$ cat src/rtl/lobm_pkg.sv
// Shared types, widths and codes for the limit order book matcher.
`timescale 1ns / 1ps
package lobm_pkg;

  // Default sizing
  localparam int STOCK_COUNT_DEF     = 16;
  localparam int ORDERS_PER_SIDE_DEF = 32;

  // Stream widths (tdata in whole bytes)
  localparam int S_TDATA_W = 112;
  localparam int S_TUSER_W = 1;
  localparam int M_TDATA_W = 120;
  localparam int M_TUSER_W = 3;

  // Result status codes
  localparam logic [1:0] STATUS_OK     = 2'd0;
  localparam logic [1:0] STATUS_REJECT = 2'd1;
  localparam logic [1:0] STATUS_FULL   = 2'd2;

  // Classified order as it travels from front to back
  typedef struct packed {
    logic [31:0] order_time;
    logic [7:0]  trader;
    logic [3:0]  stock;
    logic        is_bid;
    logic [30:0] limit_price;
    logic [30:0] shares;
    logic [31:0] arrival;
    logic        skip;
    logic [1:0]  status;
  } order_t;

  // One resting order in the book memory
  typedef struct packed {
    logic [30:0] price;
    logic [30:0] shares;
    logic [7:0]  trader;
    logic [31:0] order_time;
    logic [31:0] arrival;
  } entry_t;

  // One result item
  typedef struct packed {
    logic [1:0]  status;
    logic        trade_valid;
    logic [7:0]  buyer;
    logic [7:0]  seller;
    logic [3:0]  trade_stock;
    logic [30:0] deal_price;
    logic [30:0] trade_shares;
    logic [31:0] trades_so_far;
    logic        last;
  } result_t;

endpackage

$ cat src/rtl/lobm_front.sv
// Front end: accepts orders, checks time order and stock range, numbers arrivals.
`timescale 1ns / 1ps
module lobm_front
  import lobm_pkg::*;
#(
  parameter int STOCK_COUNT = STOCK_COUNT_DEF
) (
  input  logic                 clk,
  input  logic                 rst,
  input  logic                 s_tvalid,
  output logic                 s_tready,
  input  logic [S_TDATA_W-1:0] s_tdata,  // order_time, trader, stock, limit_price, shares, pad
  input  logic [S_TUSER_W-1:0] s_tuser,  // is_bid
  output logic                 q_valid,
  input  logic                 q_ready,
  output order_t               q_item
);

  logic [31:0] latest_time;
  logic [31:0] arrival_counter;
  logic        time_back;
  logic        out_of_range;

  // Unpack and classify
  always_comb begin
    q_item.order_time  = s_tdata[31:0];
    q_item.trader      = s_tdata[39:32];
    q_item.stock       = s_tdata[43:40];
    q_item.is_bid      = s_tuser[0];
    q_item.limit_price = s_tdata[74:44];
    q_item.shares      = s_tdata[105:75];
    q_item.arrival     = arrival_counter;
    time_back          = s_tdata[31:0] < latest_time;
    out_of_range       = {28'd0, s_tdata[43:40]} >= 32'(STOCK_COUNT);
    q_item.skip        = time_back || out_of_range;
    q_item.status      = time_back ? STATUS_REJECT : STATUS_OK;
  end

  assign s_tready = q_ready;
  assign q_valid  = s_tvalid;

  // Advance time and arrival number on every order that enters the book logic
  always_ff @(posedge clk) begin
    if (rst) begin
      latest_time     <= '0;
      arrival_counter <= '0;
    end else if (s_tvalid && q_ready && !q_item.skip) begin
      latest_time     <= q_item.order_time;
      arrival_counter <= arrival_counter + 32'd1;
    end
  end

endmodule

$ cat config.mk
export PLATFORM = sky130hd
export DESIGN_NAME = lobm_front
export DESIGN_NICKNAME = d
export VERILOG_FILES = /design/src/rtl/lobm_pkg.sv /design/src/rtl/lobm_front.sv
export SDC_FILE = /design/constraint.sdc
export NUM_CORES = 1
export LEC_CHECK = 0
export ABC_AREA = 1
export BUFFER_PORTS_ARGS = -buffer_cell sky130_fd_sc_hd__buf_4
export CAP_MARGIN = 0
export CORE_ASPECT_RATIO = 2
export CORE_MARGIN = 1.5
export CORE_UTILIZATION = 46
export CTS_CLUSTER_DIAMETER = 100
export DETAILED_ROUTE_END_ITERATION = 8
export PLACE_DENSITY = 0.89
export SYNTH_ARGS = -nofsm -noshare
export SYNTH_HDL_FRONTEND = slang
export SYNTH_SLANG_ARGS = --single-unit
$ cat constraint.sdc
create_clock -name clk -period 2.31 [get_ports clk]
set_input_delay 0.462 -clock clk [delete_from_list [all_inputs] [get_ports clk]]
set_output_delay 0.462 -clock clk [all_outputs]
set_load 0.01 [all_outputs]
# After elaboration in Yosys (flattened, before gate mapping)
# Index checks and enable logic that the tools add are counted.
# classes
n_bitwise	0
order_cmp	1
mul	0
n_reduce_logical	3
n_eq_ne	0
shift	0
div_mod_pow	0
muxes	1
addsub	1
# ops
operator	count
32-bit by 1-bit adder with 32-bit output (second input constant)	1
32-bit < comparator	1
1-bit logical AND	2
1-bit logical NOT	1
1-bit two-way mux	1
# word_totals
input_bits	117
memories	0
latchBits	0
register_bits	64
word_cells	8
output_inout_bits	144
mem_bits_ro	0
ramBits	0

# Longest topological paths before layout
# Gate-level depths: netlist (run 1).
# logic_depth
word_depth	3
depth_mapped	17
depth_no_buf	16

# Worst setup path before layout (run 1)
# No wires, ideal clock.
# synth_timing
path_type	input -> output
start	input port s_tdata[5]
end	output port q_item[0] (netlist name)
path_stages	13
t_arrival_ps	1767
required_time_ps	1848
path_buffers	3
path_slack_ps	81
path_cell_list	ha_1 > a21oi_1 > nor2_1 > nor3_1 > nand2_1 > nand2_1 > nand2_1 > nand2_1 > nand2_2 > buf_6 > buf_6 > inv_1 > buf_4
# synth_rtl
element	line	rtl
from (decl)	lobm_front.sv:12	input logic [S_TDATA_W-1:0] s_tdata,
to (decl)	lobm_front.sv:16	output order_t q_item

==> impl_metrics.yaml, run 1 <==
final_layout:
  utilization: 0.5426
  final_area_mm2: 0.005685
  final_nets: 868
  antenna_cells: 0
  area_growth_pct: 14.95
  final_cells: 860
  drive_above_1_share: 0.2849
cts:
  numCtsBuffers: 9
  clkSlewWorstSetupHoldPaths_ns: 0.06
  cts_buffer_depth: 2
  clk_latency_ns: 0.33
  cts.htree.levels: 3
  cts_sinks: 64
  cts_tree: "yes"
  holdBufCountCts: 0
  cts.root.buffer_cell: "clkbuf_16"
synth:
  synthArstFlopShare: 0
  ys_seq_area_frac: 0.2590
  yosysWarnings: 0
  syn-num-nets: 869
  ys.flop_type: "dfxtp_1"
  synth_seq_cells: 64
  synth_area_mm2: 0.004946
  synth_most_common_cell: "nand2_1"
  syn_avg_cell_area_um2: 6.869
  synth_cell_types: 31
  yosys-top-cells-count: "130 x nand2_1, 113 x buf_4, 95 x nor2_1"
  synth.top_cell.area_share: 0.2590
  synth_cells: 720
  synth_edf_count: 0
  synth_area_leaders: "dfxtp_1 26%, buf_4 17%, nand2_1 9.9%, ha_1 8.1%, a21oi_1 7.5%"
  synth_top_area_cell: "dfxtp_1"
grt:
  grt_pass1_vias: 4308
  grt_pass1_wl_um: 19760
  grt_max_degree: 60
  grt-ovfl-total: 0
  grtUsageTotal: 0.2188
  antenna_found_initial: 0
die:
  start_util: 0.4721
  die_h_um: 149.6
  rows: 53
  dieArea_mm2: 0.01142
  io_pins: 261
  core_area_mm2: 0.01048
  die-width_um: 76.32
placement:
  hpwl_um: 9126
  dp_cells: 844
  place_ws_ns: -0.09599
  io_buffers: 103
  gp_congestion: 0.8776
  place_area_mm2: 0.005136
sta:
  fin_crit_ns: 2.251
  hold_viol: 0
  finalMaxSlewViolations: 0
  rsz0062_at_grt: "true"
  setup_viol: 0
  period_share: 0.9745
  max_freq_mhz: 444.2
  setup_ws_ns: 0.05887
  finClkSkew_ns: 0.01040
power_and_ir_drop:
  finalPower_mw: 3.367
  peakVddDrop_mv: 0.4660
  p_leak_nw: 2.487
  powerDensity_mw_per_mm2: 592.2
route:
  dr.pass1.iters: 4
  via_count: 4442
  final_antenna_net_count: 0
  remaining_drc_errors: 0
  wl_um: 12490
  drt_iter0_markers: 193
  vias_per_cell: 5.165
  wl_per_cell_um: 14.52
worst_setup_path:
  crit_path_start_kind: "flip-flop"
  cp_data_arrival_time_ns: 1.79
  required_ns: 1.85
  crit_type: "flip-flop to primary output"
  crit_fanout: 2
  cp-end-kind: "primary output"
min_path:
  min_path_type: "primary input to flip-flop"
status:
  status: "complete, no violations"
job:
  max-cap-violations: 0
## placed cells by master, fill, tap and decap left out, types with 2 or more instances in the layout
cell,count
nand2_1,127
buf_4,121
nor2_1,91
a21oi_1,67
inv_1,55
dfxtp_1,55
nand3b_1,35
nand3_1,34
ha_1,19
ha_4,12
inv_2,9
nor3_1,9
nand4_1,9
clkbuf_16,9
dfxtp_2,9
a21oi_2,6
nand3_2,6
nor2_2,6
xor2_1,5
buf_12,5
nand2_2,4
o21ai_1,3
nand2_4,2
nor3_2,2
a21oi_4,2
nor2_4,2
nor3_4,2
nor4_1,2
clkbuf_1,2
buf_6,2
## cell families (layout without fill, tap and decap cells)
group           Yosys count  in the layout  synth area share
simple gates            332            332            0.3144
buf+inv                 205            208            0.2520
compound gates           80             80           0.08222
flops                    64             64            0.2590
fa+ha+maj                32             32           0.08095
xor+xnor                  6              6           0.01062
other cells               1              1         0.0007582
## area by class of cell
class | count | area [µm²]
flip-flops and latches | 64 | 1292
clock inverters | 3 | 42.54
well taps | 137 | 171.4
clock buffers | 12 | 246.5
fillers | 991 | 4792
multi-input cells | 451 | 2655
repair buffers | 128 | 1031
inverters | 65 | 246.5
## flip-flops by register name (all words and copies together) (netlist names)
name,flops
latest_time,32
arrival_counter,32
## stage by stage
| step | hold slack [ns] | setup TNS (ns) |
|---|---|---|
| floorplan | 0.4516 | 0 |
| global placement | 0.4606 | -1.333 |
| detailed placement | 0.4689 | -2.500 |
| CTS | 0.2886 | 0 |
| global route | 0.3001 | -0.1207 |
| finish | 0.2969 | 0 |
## power breakdown
group          total, mW  internal, mW  switching, mW
logic              0.822         0.383          0.439
clock network       1.34         0.857          0.483
registers           1.20          1.16         0.0407
## critical path, cell delays in order (launching register included)
cell,delay (ns)
dfxtp_1,0.33
inv_1,0.07
ha_4,0.27
nand2_1,0.05
inv_1,0.06
nand2_1,0.05
nand2_1,0.06
nand2_1,0.05
nand2_1,0.07
nand2_1,0.06
nand2_2,0.08
nand2_2,0.07
nand2_4,0.09
inv_4,0.04
buf_6,0.11
## routing by layer
metal | up-vias | wire, µm | global-route usage
li1 | 2197 | - | -
met1 | 2008 | 4196 | 0.1898
met2 | 137 | 6708 | 0.4228
met3 | 100 | 655 | 0.03293
met4 | 0 | 926 | 0.1944
met5 | - | 0 | 0
## what timing repair did
| action | in CTS | in global routing |
|---|---|---|
| pin swaps | 16 | 17 |
| gates resized for setup | 27 | 26 |
| setup endpoints to repair | 2 | 11 |
| setup buffers | 1 | 0 |
## worst paths after layout
kind / to / slack (ns) / from / cells past startpoint
setup / recovery: q_item[0] / 0.06 / latest_time[3]$_SDFFE_PP0P_ / 14
hold reg to reg: latest_time[7]$_SDFFE_PP0P_ / 0.47 / latest_time[7]$_SDFFE_PP0P_ / 2
hold / removal: arrival_counter[22]$_SDFFE_PP0P_ / 0.30 / rst / 2
setup reg to reg: latest_time[6]$_SDFFE_PP0P_ / 0.19 / latest_time[3]$_SDFFE_PP0P_ / 18
Power figures use the tool's default switching activity.
==> inputs of run 2 (changes only) <==
--- a/config.mk
+++ b/config.mk
@@ -13,6 +13,9 @@
 export CORE_UTILIZATION = 46
 export CTS_CLUSTER_DIAMETER = 100
 export DETAILED_ROUTE_END_ITERATION = 8
+export GPL_ROUTABILITY_DRIVEN = 0
+export GPL_TIMING_DRIVEN = 0
+export HOLD_SLACK_MARGIN = 0.12
 export PLACE_DENSITY = 0.89
 export SYNTH_ARGS = -nofsm -noshare
 export SYNTH_HDL_FRONTEND = slang
==> impl_metrics.yaml, run 2 (same netlist as run 1, synthesis figures left out) <==
status:
  status: "complete, but fails checks"
  violations: "negative setup slack"
cts:
  clk_latency_ns: 0.33
  cts.htree.levels: 3
  cts_tree: "yes"
  cts_sinks: 64
  cts_buffer_depth: 2
  clkSlewWorstSetupHoldPaths_ns: 0.06
  numCtsBuffers: 9
  cts.root.buffer_cell: "clkbuf_16"
grt:
  grt_max_degree: 19
  antenna_found_initial: 0
  met1_usage: 0.2178
  grt_pass1_wl_um: 22850
  grt-ovfl-total: 0
  grtUsageTotal: 0.2519
  busiest_layer: "met2"
  grt_pass1_vias: 4917
  gr-usage-met3: 0.06402
  grt_util_met2: 0.4996
final_layout:
  area_growth_pct: 41.39
  drive_above_1_share: 0.4114
  fillers: 872
  final_nets: 1059
  layout_common_cells: "292 x buf_4, 126 x nand2_1, 92 x nor2_1, 67 x a21oi_1, 56 x dfxtp_1"
  largestRegisters: "arrival_counter: 32 flops, latest_time: 32 flops"
  final_common_cell: "buf_4"
  antenna_cells: 0
  final_area_mm2: 0.006993
placement:
  place_area_mm2: 0.006454
  io_buffers: 178
  hpwl_um: 11380
min_path:
  min_path_type: "primary input to flip-flop"
die:
  start_util: 0.4721
  rows: 53
  core_area_mm2: 0.01048
  io_pins: 261
  die_h_um: 149.6
  dieArea_mm2: 0.01142
  die-width_um: 76.32
worst_setup_path:
  crit_type: "flip-flop to primary output"
  cp-end-kind: "primary output"
  required_ns: 1.85
  cp_data_arrival_time_ns: 1.99
  ff2ff_setup_slack_ns: 0
  crit_path_start_kind: "flip-flop"
  crit_fanout: 2
power_and_ir_drop:
  finalPower_mw: 3.598
  powerDensity_mw_per_mm2: 514.5
  peakVddDrop_mv: 0.4508
  p_leak_nw: 3.336
route:
  remaining_drc_errors: 0
  final_antenna_net_count: 0
  vias_per_cell: 5.117
  wl_per_cell_um: 14.48
  dr.pass1.iters: 6
  via_count: 5378
  drt_iter0_markers: 282
  wl_um: 15220
sta:
  max_freq_mhz: 407.3
  finalMaxSlewViolations: 0
  setup_viol: 3
  rsz0062_at_grt: "true"
  hold_viol: 0
  max_slew_margin: 0.6254
  fin_crit_ns: 2.455
  tightest_slew_ns: 0.5619
  period_share: 1.063
  finClkSkew_ns: 0.007487
  setup_ws_ns: -0.1452
job:
  max-cap-violations: 0
==> run 2: cell types whose count changed in the layout (fill, tap and decap cells not counted), moves of 2 or more <==
cell / change
buf_12: -5
buf_1: +8
ha_4: -2
buf_4: +171
ha_1: +3
nor2_2: -2
buf_6: +10
clkbuf_1: +9
==> run 2: final cells by class <==
type / count / area [µm²] / area share
Buffer: 138 / 1013 / 0.1449
Clock buffer: 15 / 267.8 / 0.03829
Inverter: 65 / 249.0 / 0.03561
Multi-Input combinational cell: 451 / 2630 / 0.3761
Sequential cell: 64 / 1291 / 0.1846
Tap cell: 137 / 171.4 / 0.02451
Timing Repair Buffer: 181 / 1370 / 0.1959
==> run 2: final timing paths <==
kind / startpoint / to / cells after the start
worst min register to register: latest_time[6]$_SDFFE_PP0P_ / latest_time[6]$_SDFFE_PP0P_ / 2
worst max-delay path: latest_time[18]$_SDFFE_PP0P_ / q_item[0] / 11
worst max register to register: latest_time[18]$_SDFFE_PP0P_ / latest_time[15]$_SDFFE_PP0P_ / 14
worst min-delay path: rst / arrival_counter[22]$_SDFFE_PP0P_ / 2
==> run 2: metrics by stage <==
stage,util,setup WS [ns],hold WS (ns),std cells,TNS [ns]
floorplan,-,0.08054,0.4516,720,0
detailed placement,0.6160,-0.4714,0.4722,1035,-0.9465
global route,0.6674,-0.2040,0.3022,1051,-0.6353
finish,0.6674,-0.1452,0.3047,1051,-0.2915
CTS,0.6618,-0.1445,0.3008,1051,-0.2890
global placement,0.6160,-0.4554,0.4634,1035,-0.9101
==> run 2: critical path, stage by stage, from the launching register on <==
cell and delay, ns:
dfxtp_1 0.32, inv_1 0.05, ha_1 0.23, a21oi_2 0.22, o21ai_1 0.11, nand2_1 0.08
nand3_2 0.12, a21oi_4 0.19, nand2_4 0.10, inv_6 0.06, buf_6 0.08, buf_6 0.08
==> run 2: timing repair <==
| action | CTS | global route |
|---|---|---|
| buffers inserted | 2 | 1 |
| hold buffers | 0 | 0 |
| setup endpoints to repair | 2 | 46 |
| resized for setup | 45 | 26 |
| pin swaps | 17 | 13 |
==> run 2: report_power, final <==
part / switching (mW) / internal (mW) / total, mW
sequential: 0.0451 / 1.16 / 1.21
combinational: 0.560 / 0.572 / 1.13
clock: 0.477 / 0.781 / 1.26
==> run 2: metal layers <==
metal	vias to the layer above	wire length, µm
met5	-	0
met4	0	713
met3	59	1276
met2	338	8479
met1	2403	4752
li1	2578	-
