File: config.mk
export PLATFORM = sky130hd
export DESIGN_NAME = lobm_queue
export DESIGN_NICKNAME = d
export VERILOG_FILES = /design/src/rtl/lobm_pkg.sv /design/src/rtl/lobm_queue.sv
export SDC_FILE = /design/constraint.sdc
export NUM_CORES = 1
export LEC_CHECK = 0
export BUFFER_PORTS_ARGS = -buffer_cell sky130_fd_sc_hd__buf_4
export CORE_MARGIN = 4
export CORE_UTILIZATION = 25
export CTS_CLUSTER_DIAMETER = 100
export DETAILED_ROUTE_END_ITERATION = 8
export PLACE_DENSITY = 0.42
export SLEW_MARGIN = 5
export SYNTH_ARGS = -nofsm -noshare
export SYNTH_HDL_FRONTEND = slang
export SYNTH_SLANG_ARGS = --single-unit
File: constraint.sdc
create_clock -name clk -period 5.8 [get_ports clk]
set_input_delay 1.16 -clock clk [delete_from_list [all_inputs] [get_ports clk]]
set_output_delay 1.16 -clock clk [all_outputs]
set_load 0.05 [all_outputs]
File: src/rtl/lobm_pkg.sv
// Shared types, widths and codes for the limit order book matcher.
`timescale 1ns / 1ps
package lobm_pkg;

  // Default sizing
  localparam int STOCK_COUNT_DEF     = 16;
  localparam int ORDERS_PER_SIDE_DEF = 32;

  // Stream widths (tdata in whole bytes)
  localparam int S_TDATA_W = 112;
  localparam int S_TUSER_W = 1;
  localparam int M_TDATA_W = 120;
  localparam int M_TUSER_W = 3;

  // Result status codes
  localparam logic [1:0] STATUS_OK     = 2'd0;
  localparam logic [1:0] STATUS_REJECT = 2'd1;
  localparam logic [1:0] STATUS_FULL   = 2'd2;

  // Classified order as it travels from front to back
  typedef struct packed {
    logic [31:0] order_time;
    logic [7:0]  trader;
    logic [3:0]  stock;
    logic        is_bid;
    logic [30:0] limit_price;
    logic [30:0] shares;
    logic [31:0] arrival;
    logic        skip;
    logic [1:0]  status;
  } order_t;

  // One resting order in the book memory
  typedef struct packed {
    logic [30:0] price;
    logic [30:0] shares;
    logic [7:0]  trader;
    logic [31:0] order_time;
    logic [31:0] arrival;
  } entry_t;

  // One result item
  typedef struct packed {
    logic [1:0]  status;
    logic        trade_valid;
    logic [7:0]  buyer;
    logic [7:0]  seller;
    logic [3:0]  trade_stock;
    logic [30:0] deal_price;
    logic [30:0] trade_shares;
    logic [31:0] trades_so_far;
    logic        last;
  } result_t;

endpackage

File: src/rtl/lobm_queue.sv
// Two-entry order queue between front end and matching engine.
`timescale 1ns / 1ps
module lobm_queue
  import lobm_pkg::*;
(
  input  logic   clk,
  input  logic   rst,
  input  logic   in_valid,
  output logic   in_ready,
  input  order_t in_item,
  output logic   out_valid,
  input  logic   out_ready,
  output order_t out_item
);

  order_t     slots [2];
  logic       wr_ptr;
  logic       rd_ptr;
  logic [1:0] count;
  logic       push;
  logic       pop;

  assign in_ready  = count != 2'd2;
  assign out_valid = count != 2'd0;
  assign out_item  = slots[rd_ptr];
  assign push      = in_valid && in_ready;
  assign pop       = out_valid && out_ready;

  // Store entries
  always_ff @(posedge clk) begin
    if (push) begin
      slots[wr_ptr] <= in_item;
    end
  end

  // Track pointers and fill
  always_ff @(posedge clk) begin
    if (rst) begin
      wr_ptr <= 1'b0;
      rd_ptr <= 1'b0;
      count  <= 2'd0;
    end else begin
      if (push) begin
        wr_ptr <= ~wr_ptr;
      end
      if (pop) begin
        rd_ptr <= ~rd_ptr;
      end
      case ({push, pop})
        2'b10:   count <= count + 2'd1;
        2'b01:   count <= count - 2'd1;
        default: count <= count;
      endcase
    end
  end

endmodule

# Yosys cells after proc, flatten, opt, wreduce, memory -nomap -nowiden

Memory sizes are Yosys's and may differ from the RTL's. A register that Yosys moved wholly into a read port is not among the register bits.
Index checks and enable logic that the tools add are counted.

Register bits: 4
RAM bits: 284
Bits of input ports: 146
Output and inout bits: 144
Memories: 1

Memory list:

| name  | depth | width | read ports | clocked after memory_dff | wr ports | RTL line         | source |
|---|---|---|---|---|---|---|---|
| slots | 2     | 142   | 1          | 1                        | 1        | lobm_queue.sv:16 | `order_t slots [2];` |

Add/sub/neg operators: 2
Eq/ne operators: 3
Multiplexer cells: 5
Bitwise operators: 2
Reduce and logical (&&, ||, !) cells: 4

Operator list:

| cell                  | count |
|---|---|
| $mux W1               | 4 |
| $pmux W2 S2           | 1 |
| $reduce_bool A2 Y1    | 2 |
| $add A2 B1 Y2 const B | 1 |
| $eq A2 B1 Y1 const B  | 1 |
| $eq A2 B2 Y1 const B  | 1 |
| $logic_and A1 B1 Y1   | 2 |
| $ne A2 B2 Y1 const B  | 1 |
| $not A1 Y1            | 2 |
| $sub A2 B1 Y2 const B | 1 |

# Depth between registers and ports, before layout

Gate-level depths: netlist (run 1).

Depth in word-level cells: 4
Mapped depth: 6
Mapped depth without buffers: 6

# Worst setup path after synthesis (run 1)

OpenSTA, ideal clock, no wires.

Path type: input to register
From: input port in_valid
To: memory slots[1][0] in the netlist's numbering (enable)
Library setup time: 0.519 ns
Arrival: 4.472 ns
Data required time: 5.281 ns
Slack: 0.809 ns
Cell stages on the path: 1
Cells stage by stage: and3_1

Word-level cells in the longest chain between the ends: 3

RTL lines:

| item                          | RTL line         | source |
|---|---|---|
| from (decl)                   | lobm_queue.sv:8  | `input logic in_valid,` |
| $logic_and A1 B1 Y1           | lobm_queue.sv:26 | `assign push = in_valid && in_ready;` |
| $mux W1                       | lobm_queue.sv:31 | `if (push) begin` |
| $mux W1 (implied by the code) | lobm_queue.sv:32 | `slots[wr_ptr] <= in_item;` |
| to (decl)                     | lobm_queue.sv:16 |  |

Every way passes these cells.

==> out/summary.log, run 1 <==
qor: global_route.antenna_found_initial 0
qor: synth.syn-cell-area 0.0105 mm^2
qor: clock_tree.tritoncts_clock_tree yes
qor: route.drt_iter0_drcs 169
qor: power_and_ir_drop.power.density_cell_area 524 mW/mm^2
qor: finish.final_core_utilization 0.348
qor: clock_tree.postCtsSetupRepairBufs 0
qor: global_route.global_route.usage.total 0.103
qor: floorplanning.die_x 213 um
qor: power_and_ir_drop.sequentialPowerShare 0.365
qor: synth.yosysTopAreaCell sky130_fd_sc_hd__edfxtp_1
qor: finish.area_delta_synth_final 36.3%
qor: global_route.grt_start_max_net_pins 108
qor: synth.post_synth_main_area_contributors sky130_fd_sc_hd__edfxtp_1, sky130_fd_sc_hd__mux2_2, sky130_fd_sc_hd__buf_6
qor: finish.drive_gt1_frac 0.599
qor: min_path.timing.hold.worst.class reg2reg
qor: timing.finalHoldViolCount 0
qor: clock_tree.cts_num_sinks 289
qor: synth.synth_top_cell_area_share 0.813
qor: synth.number_of_flops_mapped_to_enable_cells_by_yosys 284
qor: floorplanning.die_area 0.0453 mm^2
qor: global_route.grt_first_pass_wirelength 34900 um
qor: timing.rsz0062_at_grt no
qor: synth.yosysUniqueCellTypes 20
qor: synth.synth_ff_type sky130_fd_sc_hd__edfxtp_1
qor: power_and_ir_drop.net_sw_power 2.78 mW
qor: timing.worst_slew_margin_rel 0.379
qor: timing.skew 0.00585 ns
qor: worst_setup_path.critical_path_class reg2out
qor: route.vias 5379
qor: run.cap_viol_max_count 0
qor: clock_tree.cts_max_level 2
qor: power_and_ir_drop.p_int 4.70 mW
qor: floorplanning.fp-row-count 74
qor: synth.synthTopCellsByCount sky130_fd_sc_hd__edfxtp_1, sky130_fd_sc_hd__mux2_2, sky130_fd_sc_hd__buf_6
qor: worst_setup_path.setup_slack_of_the_most_critical_reg_to_reg_path 3.46 ns
qor: place.port_buffers 289
qor: route.wire_per_inst 18.2 um
qor: floorplanning.ios 290
qor: power_and_ir_drop.switching_share 0.372
qor: finish.finish.net_count 926
qor: route.route.antenna.remaining_nets 0
qor: synth.postSynth.asyncResetShare 0
qor: worst_setup_path.critPathMaxFanout 107
qor: outcome.status complete, no violations
qor: power_and_ir_drop.clkPwrFrac 0.261
qor: floorplanning.die_height 213 um
qor: global_route.grt_overflow_total 0
qor: floorplanning.floorplan.core_area 0.0411 mm^2
qor: clock_tree.cts_max_path_buffers 3
qor: worst_setup_path.crit_required 4.64 ns
qor: timing.worst_pin_slew 0.932 ns
qor: power_and_ir_drop.p_leak 5.19 nW
qor: finish.antenna-diode-count 0
qor: global_route.grt_pass1_vias 5735
qor: worst_setup_path.capturing_element_type_of_the_critical_path output port
qor: clock_tree.ctsRootBufferMaster sky130_fd_sc_hd__clkbuf_16
qor: timing.fmaxAchievable 0.270 GHz
qor: timing.post-route-min-period 3.70 ns
qor: floorplanning.initial_core_util 0.255
qor: route.wirelength 24400 um
qor: clock_tree.cts_resized 0
qor: synth.synthesis.instances 466
qor: clock_tree.inserted_clock_buffers 34
qor: power_and_ir_drop.combinationalPowerShare 0.373
qor: clock_tree.cts_hold_repair.buffers 0
qor: synth.synth.yosys.warnings 0
qor: timing.final_period_utilization 0.638
qor: route.drtPass1Iterations 4
qor: synth.synth_nets 613
qor: route.drt-vias-per-instance 4.02
qor: power_and_ir_drop.power 7.48 mW
qor: clock_tree.worstSkewPairLatency 0.52 ns
qor: power_and_ir_drop.vdd_drop_max 0.365 mV
qor: synth.synth_most_common_cell sky130_fd_sc_hd__edfxtp_1
qor: synth.postSynthAreaPerCell 22.5 um^2
qor: synth.fraction_of_the_yosys_area_taken_by_sequential_cells 0.823
qor: route.route.detailed.drc 0
qor: synth.synth.ff_latch_count 289
qor: worst_setup_path.critical_path_arrival 2.54 ns
qor: clock_tree.clkSlewWorstSetupHoldPaths 0.05 ns
qor: timing.setup_total_negative_slack 0 ns
qor: place.dp_hpwl 15400 um
qor: worst_setup_path.critical_path.startpoint_type flip-flop
qor: place.gp_congestion 0.676
qor: timing.setup_viol 0
qor: timing.finalMaxSlewViolations 0
-- cell families (layout without fill, tap and decap cells) --
group,Yosys count,count (layout),share of synthesized area
DFF,289,289,0.823
adders and majority gates,1,1,0.00119
xor gates and xnor gates,3,3,0.00251
AOI/OAI and AO/OA,5,5,0.00310
muxes,142,142,0.152
and+or+nand+nor,9,9,0.00454
buffers and inverters,17,356,0.0134
-- worst paths after layout --
check	startpoint	end	cells after the start
setup reg to reg	count[0]	slots[0][73]	4
hold / removal	rd_ptr	rd_ptr	2
hold reg to reg	rd_ptr	rd_ptr	2
setup / recovery	flip-flop	out_item[26]	3
-- power by group through the flow --
stage / clock, mW / combinational [mW] / sequential (mW)
6_report: 1.96 / 2.79 / 2.73
3_5_place_dp: 0 / 2.84 / 2.78
5_1_grt: 2.14 / 2.93 / 2.76
2_1_floorplan: 0 / 2.04 / 2.76
3_3_place_gp: 0 / 2.85 / 2.78
4_1_cts: 2.05 / 2.85 / 2.74
-- through the flow --
step	cells	cell area, um^2	setup WS [ns]	hold WS (ns)
floorplan	466	10500	0.809	0.474
global placement	1275	13300	2.61	0.495
detailed placement	1275	13300	2.61	0.508
CTS	1337	14300	2.02	0.519
global route	1337	14300	1.96	0.559
finish	1337	14300	2.10	0.517
-- routing by layer --
| layer | vias up | track usage | wire [um] |
|---|---|---|---|
| met2 | 189 | 0.159 | 11200 |
| met5 | - | 0 | 0 |
| met1 | 2649 | 0.125 | 10000 |
| li1 | 2495 | - | - |
| met4 | 0 | 0.0424 | 678 |
| met3 | 46 | 0.0476 | 2450 |
-- worst max-delay path, cell delays in order (launching register included) --
cell,delay (ns)
sky130_fd_sc_hd__dfxtp_4,0.68
sky130_fd_sc_hd__buf_12,0.54
sky130_fd_sc_hd__mux2_2,0.43
sky130_fd_sc_hd__buf_4,0.19
-- registers in the layout (all words and copies together), names as in the netlist, named ones only --
register,cells
rd_ptr,1
slots,284
wr_ptr,1
count,2
-- layout by cell type (no fill, tap or decap), types with 2 or more instances in the layout --
master | netlist | layout
sky130_fd_sc_hd__buf_4 | 0 | 290
sky130_fd_sc_hd__edfxtp_1 | 284 | 284
sky130_fd_sc_hd__mux2_2 | 142 | 142
sky130_fd_sc_hd__clkbuf_16 | 0 | 37
sky130_fd_sc_hd__clkbuf_1 | 0 | 12
sky130_fd_sc_hd__clkinv_1 | 0 | 8
sky130_fd_sc_hd__clkinv_2 | 0 | 4
sky130_fd_sc_hd__dfxtp_1 | 5 | 4
sky130_fd_sc_hd__nor2_1 | 3 | 3
sky130_fd_sc_hd__buf_12 | 0 | 3
sky130_fd_sc_hd__xnor2_1 | 2 | 2
sky130_fd_sc_hd__a21oi_1 | 2 | 2
-- layout make-up --
class	instances	area (um^2)
flip-flops and latches	289	8630
well taps	532	666
clock inverters	13	57.6
inverters	1	8.76
repair buffers	293	2240
fillers	3967	26800
multi-input cells	160	1720
clock buffers	49	971
Note: power is estimated with default switching activity, not from simulation.
==> run 2, diff against run 1 <==
- ABC_AREA: unset -> 1
- clock period: 5.8 -> 3.65 ns (I/O delays scaled with it)
==> out/summary.log, run 2 <==
qor: route.drt_iter0_drcs 213
qor: floorplanning.die_height 216 um
qor: timing.finalMaxSlewViolations 0
qor: min_path.timing.hold.worst.class in2reg
qor: route.vias 5498
qor: worst_setup_path.critPathMaxFanout 42
qor: global_route.grt_overflow_total 0
qor: synth.synthTopCellsByCount sky130_fd_sc_hd__edfxtp_1, sky130_fd_sc_hd__mux2_4, sky130_fd_sc_hd__mux2_2
qor: worst_setup_path.crit_required 2.92 ns
qor: global_route.grt_pass1_vias 5763
qor: timing.skew 0.0164 ns
qor: worst_setup_path.critical_path_arrival 2.18 ns
qor: timing.worst_pin_slew 0.821 ns
qor: min_path.hold_path_depth 1
qor: global_route.grt_first_pass_wirelength 36800 um
qor: synth.fraction_of_the_yosys_area_taken_by_sequential_cells 0.798
qor: place.port_buffers 289
qor: run.cap_viol_max_count 0
qor: power_and_ir_drop.vdd_drop_max 0.382 mV
qor: worst_setup_path.critical_path.startpoint_type flip-flop
qor: synth.synth_nets 627
qor: worst_setup_path.capturing_element_type_of_the_critical_path output port
qor: clock_tree.cts_resized 0
qor: outcome.status complete, no violations
qor: floorplanning.die_area 0.0466 mm^2
qor: global_route.global_route.usage.total 0.104
qor: floorplanning.initial_core_util 0.255
qor: clock_tree.cts_max_level 2
qor: route.route.antenna.remaining_nets 0
qor: clock_tree.tritoncts_clock_tree yes
qor: clock_tree.cts_num_sinks 289
qor: clock_tree.cts_max_path_buffers 3
qor: synth.yosysUniqueCellTypes 13
qor: synth.post_synth_main_area_contributors sky130_fd_sc_hd__edfxtp_1, sky130_fd_sc_hd__mux2_4, sky130_fd_sc_hd__mux2_2
qor: timing.rsz0062_at_grt no
qor: finish.final_design_area_no_fill 0.0148 mm^2
qor: finish.layout_common_cells sky130_fd_sc_hd__buf_4, sky130_fd_sc_hd__edfxtp_1, sky130_fd_sc_hd__mux2_4
qor: finish.largest_register_by_flop_count slots
qor: clock_tree.cts_hold_repair.buffers 0
qor: timing.worst_slew_margin_rel 0.453
qor: finish.finish.net_count 946
qor: finish.top_regs slots x284, count x2
qor: finish.drive_gt1_frac 0.592
qor: clock_tree.postCtsSetupRepairBufs 0
qor: worst_setup_path.critical_path_class reg2out
qor: power_and_ir_drop.power 10.5 mW
qor: floorplanning.fp-row-count 75
qor: global_route.antenna_found_initial 2
qor: synth.postSynth.asyncResetShare 0
qor: clock_tree.ctsRootBufferMaster sky130_fd_sc_hd__clkbuf_16
qor: finish.area_delta_synth_final 36.6%
qor: route.wire_per_inst 18.0 um
qor: floorplanning.die_x 216 um
qor: synth.synth.yosys.warnings 0
qor: synth.syn-cell-area 0.0108 mm^2
qor: place.dp_hpwl 16300 um
qor: min_path.hold_path_startpoint in_item[30]
qor: route.wirelength 25100 um
qor: finish.layout.cells.most_common sky130_fd_sc_hd__buf_4
qor: synth.number_of_flops_mapped_to_enable_cells_by_yosys 284
qor: worst_setup_path.timing.rr.end slots[1][57]
qor: synth.synth_most_common_cell sky130_fd_sc_hd__edfxtp_1
qor: place.placed_cell_area 0.0137 mm^2
qor: synth.synth_top_cell_area_share 0.789
qor: clock_tree.clkSlewWorstSetupHoldPaths 0.06 ns
qor: synth.synth_ff_type sky130_fd_sc_hd__edfxtp_1
qor: global_route.grt_start_max_net_pins 108
qor: synth.synthesis.instances 480
qor: timing.setup_viol 0
qor: finish.largest_register_ff_count 284
qor: floorplanning.ios 290
qor: place.gp_congestion 0.677
qor: timing.final_period_utilization 0.798
qor: clock_tree.inserted_clock_buffers 36
qor: worst_setup_path.setup_slack_of_the_most_critical_reg_to_reg_path 1.68 ns
qor: clock_tree.worstSkewPairLatency 0.52 ns
qor: route.route.detailed.drc 0
qor: timing.fmaxAchievable 0.343 GHz
qor: synth.postSynthAreaPerCell 22.5 um^2
qor: worst_setup_path.r2r_startpoint count[0]
qor: route.drtPass1Iterations 4
qor: floorplanning.floorplan.core_area 0.0423 mm^2
qor: timing.post-route-min-period 2.91 ns
qor: power_and_ir_drop.power.density_cell_area 714 mW/mm^2
qor: route.drt-vias-per-instance 3.94
qor: timing.finalHoldViolCount 0
qor: synth.synth.ff_latch_count 289
qor: finish.antenna-diode-count 0
qor: synth.yosysTopAreaCell sky130_fd_sc_hd__edfxtp_1
qor: worst_setup_path.r2r.worst_path.cells 5
qor: power_and_ir_drop.p_leak 5.56 nW
qor: min_path.whs_endpoint slots[0][30]
## run 2: per-stage QoR
step / setup slack, ns / utilization / hold WS (ns) / TNS (ns) / cells
2_1_floorplan: -1.52 / - / 0.465 / -430.74 / 480
5_1_grt: 0.630 / 0.349 / 0.353 / 0 / 1395
3_5_place_dp: 1.25 / 0.323 / 0.509 / 0 / 1338
3_3_place_gp: 1.27 / 0.323 / 0.483 / 0 / 1338
6_report: 0.738 / 0.349 / 0.390 / 0 / 1395
4_1_cts: 0.657 / 0.349 / 0.338 / 0 / 1395
## run 2: how the worst max path moves through the flow
stage | from | endpoint | slack [ns] | cells past startpoint
2_1_floorplan | count[0] | slots[0][0] | -1.52 | 4
3_3_place_gp | flip-flop | out_item[135] | 1.27 | 3
3_5_place_dp | flip-flop | out_item[35] | 1.25 | 3
4_1_cts | flip-flop | out_item[35] | 0.66 | 3
5_1_grt | flip-flop | out_item[137] | 0.63 | 3
6_report | flip-flop | out_item[35] | 0.74 | 3
## run 2: area by class of cell
type                       instances  area (um^2)
tap                              577          722
fill                            4090        27600
clock inverter                     9          115
multi-input combinational        167         2030
timing repair buffer             297         2280
clock buffer                      48          967
sequential                       289         8630
inverter                           8         30.0
## run 2: critical path, stage by stage (launching register included)
cell and delay, ns:
sky130_fd_sc_hd__dfxtp_4 0.64, sky130_fd_sc_hd__buf_12 0.35, sky130_fd_sc_hd__mux2_2 0.39, sky130_fd_sc_hd__buf_4 0.19
## run 2: cells by family (layout without fill, tap and decap cells)
logic type / after synthesis / count (layout) / synth area share
simple gates: 19 / 19 / 0.00683
buf+inv: 24 / 362 / 0.0160
compound gates: 5 / 5 / 0.00231
flops: 289 / 289 / 0.798
fa+ha+maj: 1 / 1 / 0.00116
mux: 142 / 142 / 0.176
## run 2: layer usage
metal / share of wire / track usage / wire length (um)
met3: 0.096 / 0.0477 / 2420
met2: 0.47 / 0.164 / 11800
met1: 0.40 / 0.126 / 10200
met5: 0.00084 / 0 / 21
met4: 0.029 / 0.0412 / 719
## run 2: power breakdown
part	switching, mW	total, mW	internal [mW]
Sequential	0.106	4.17	4.07
Clock	1.27	3.32	2.05
Combinational	1.99	3.05	1.07
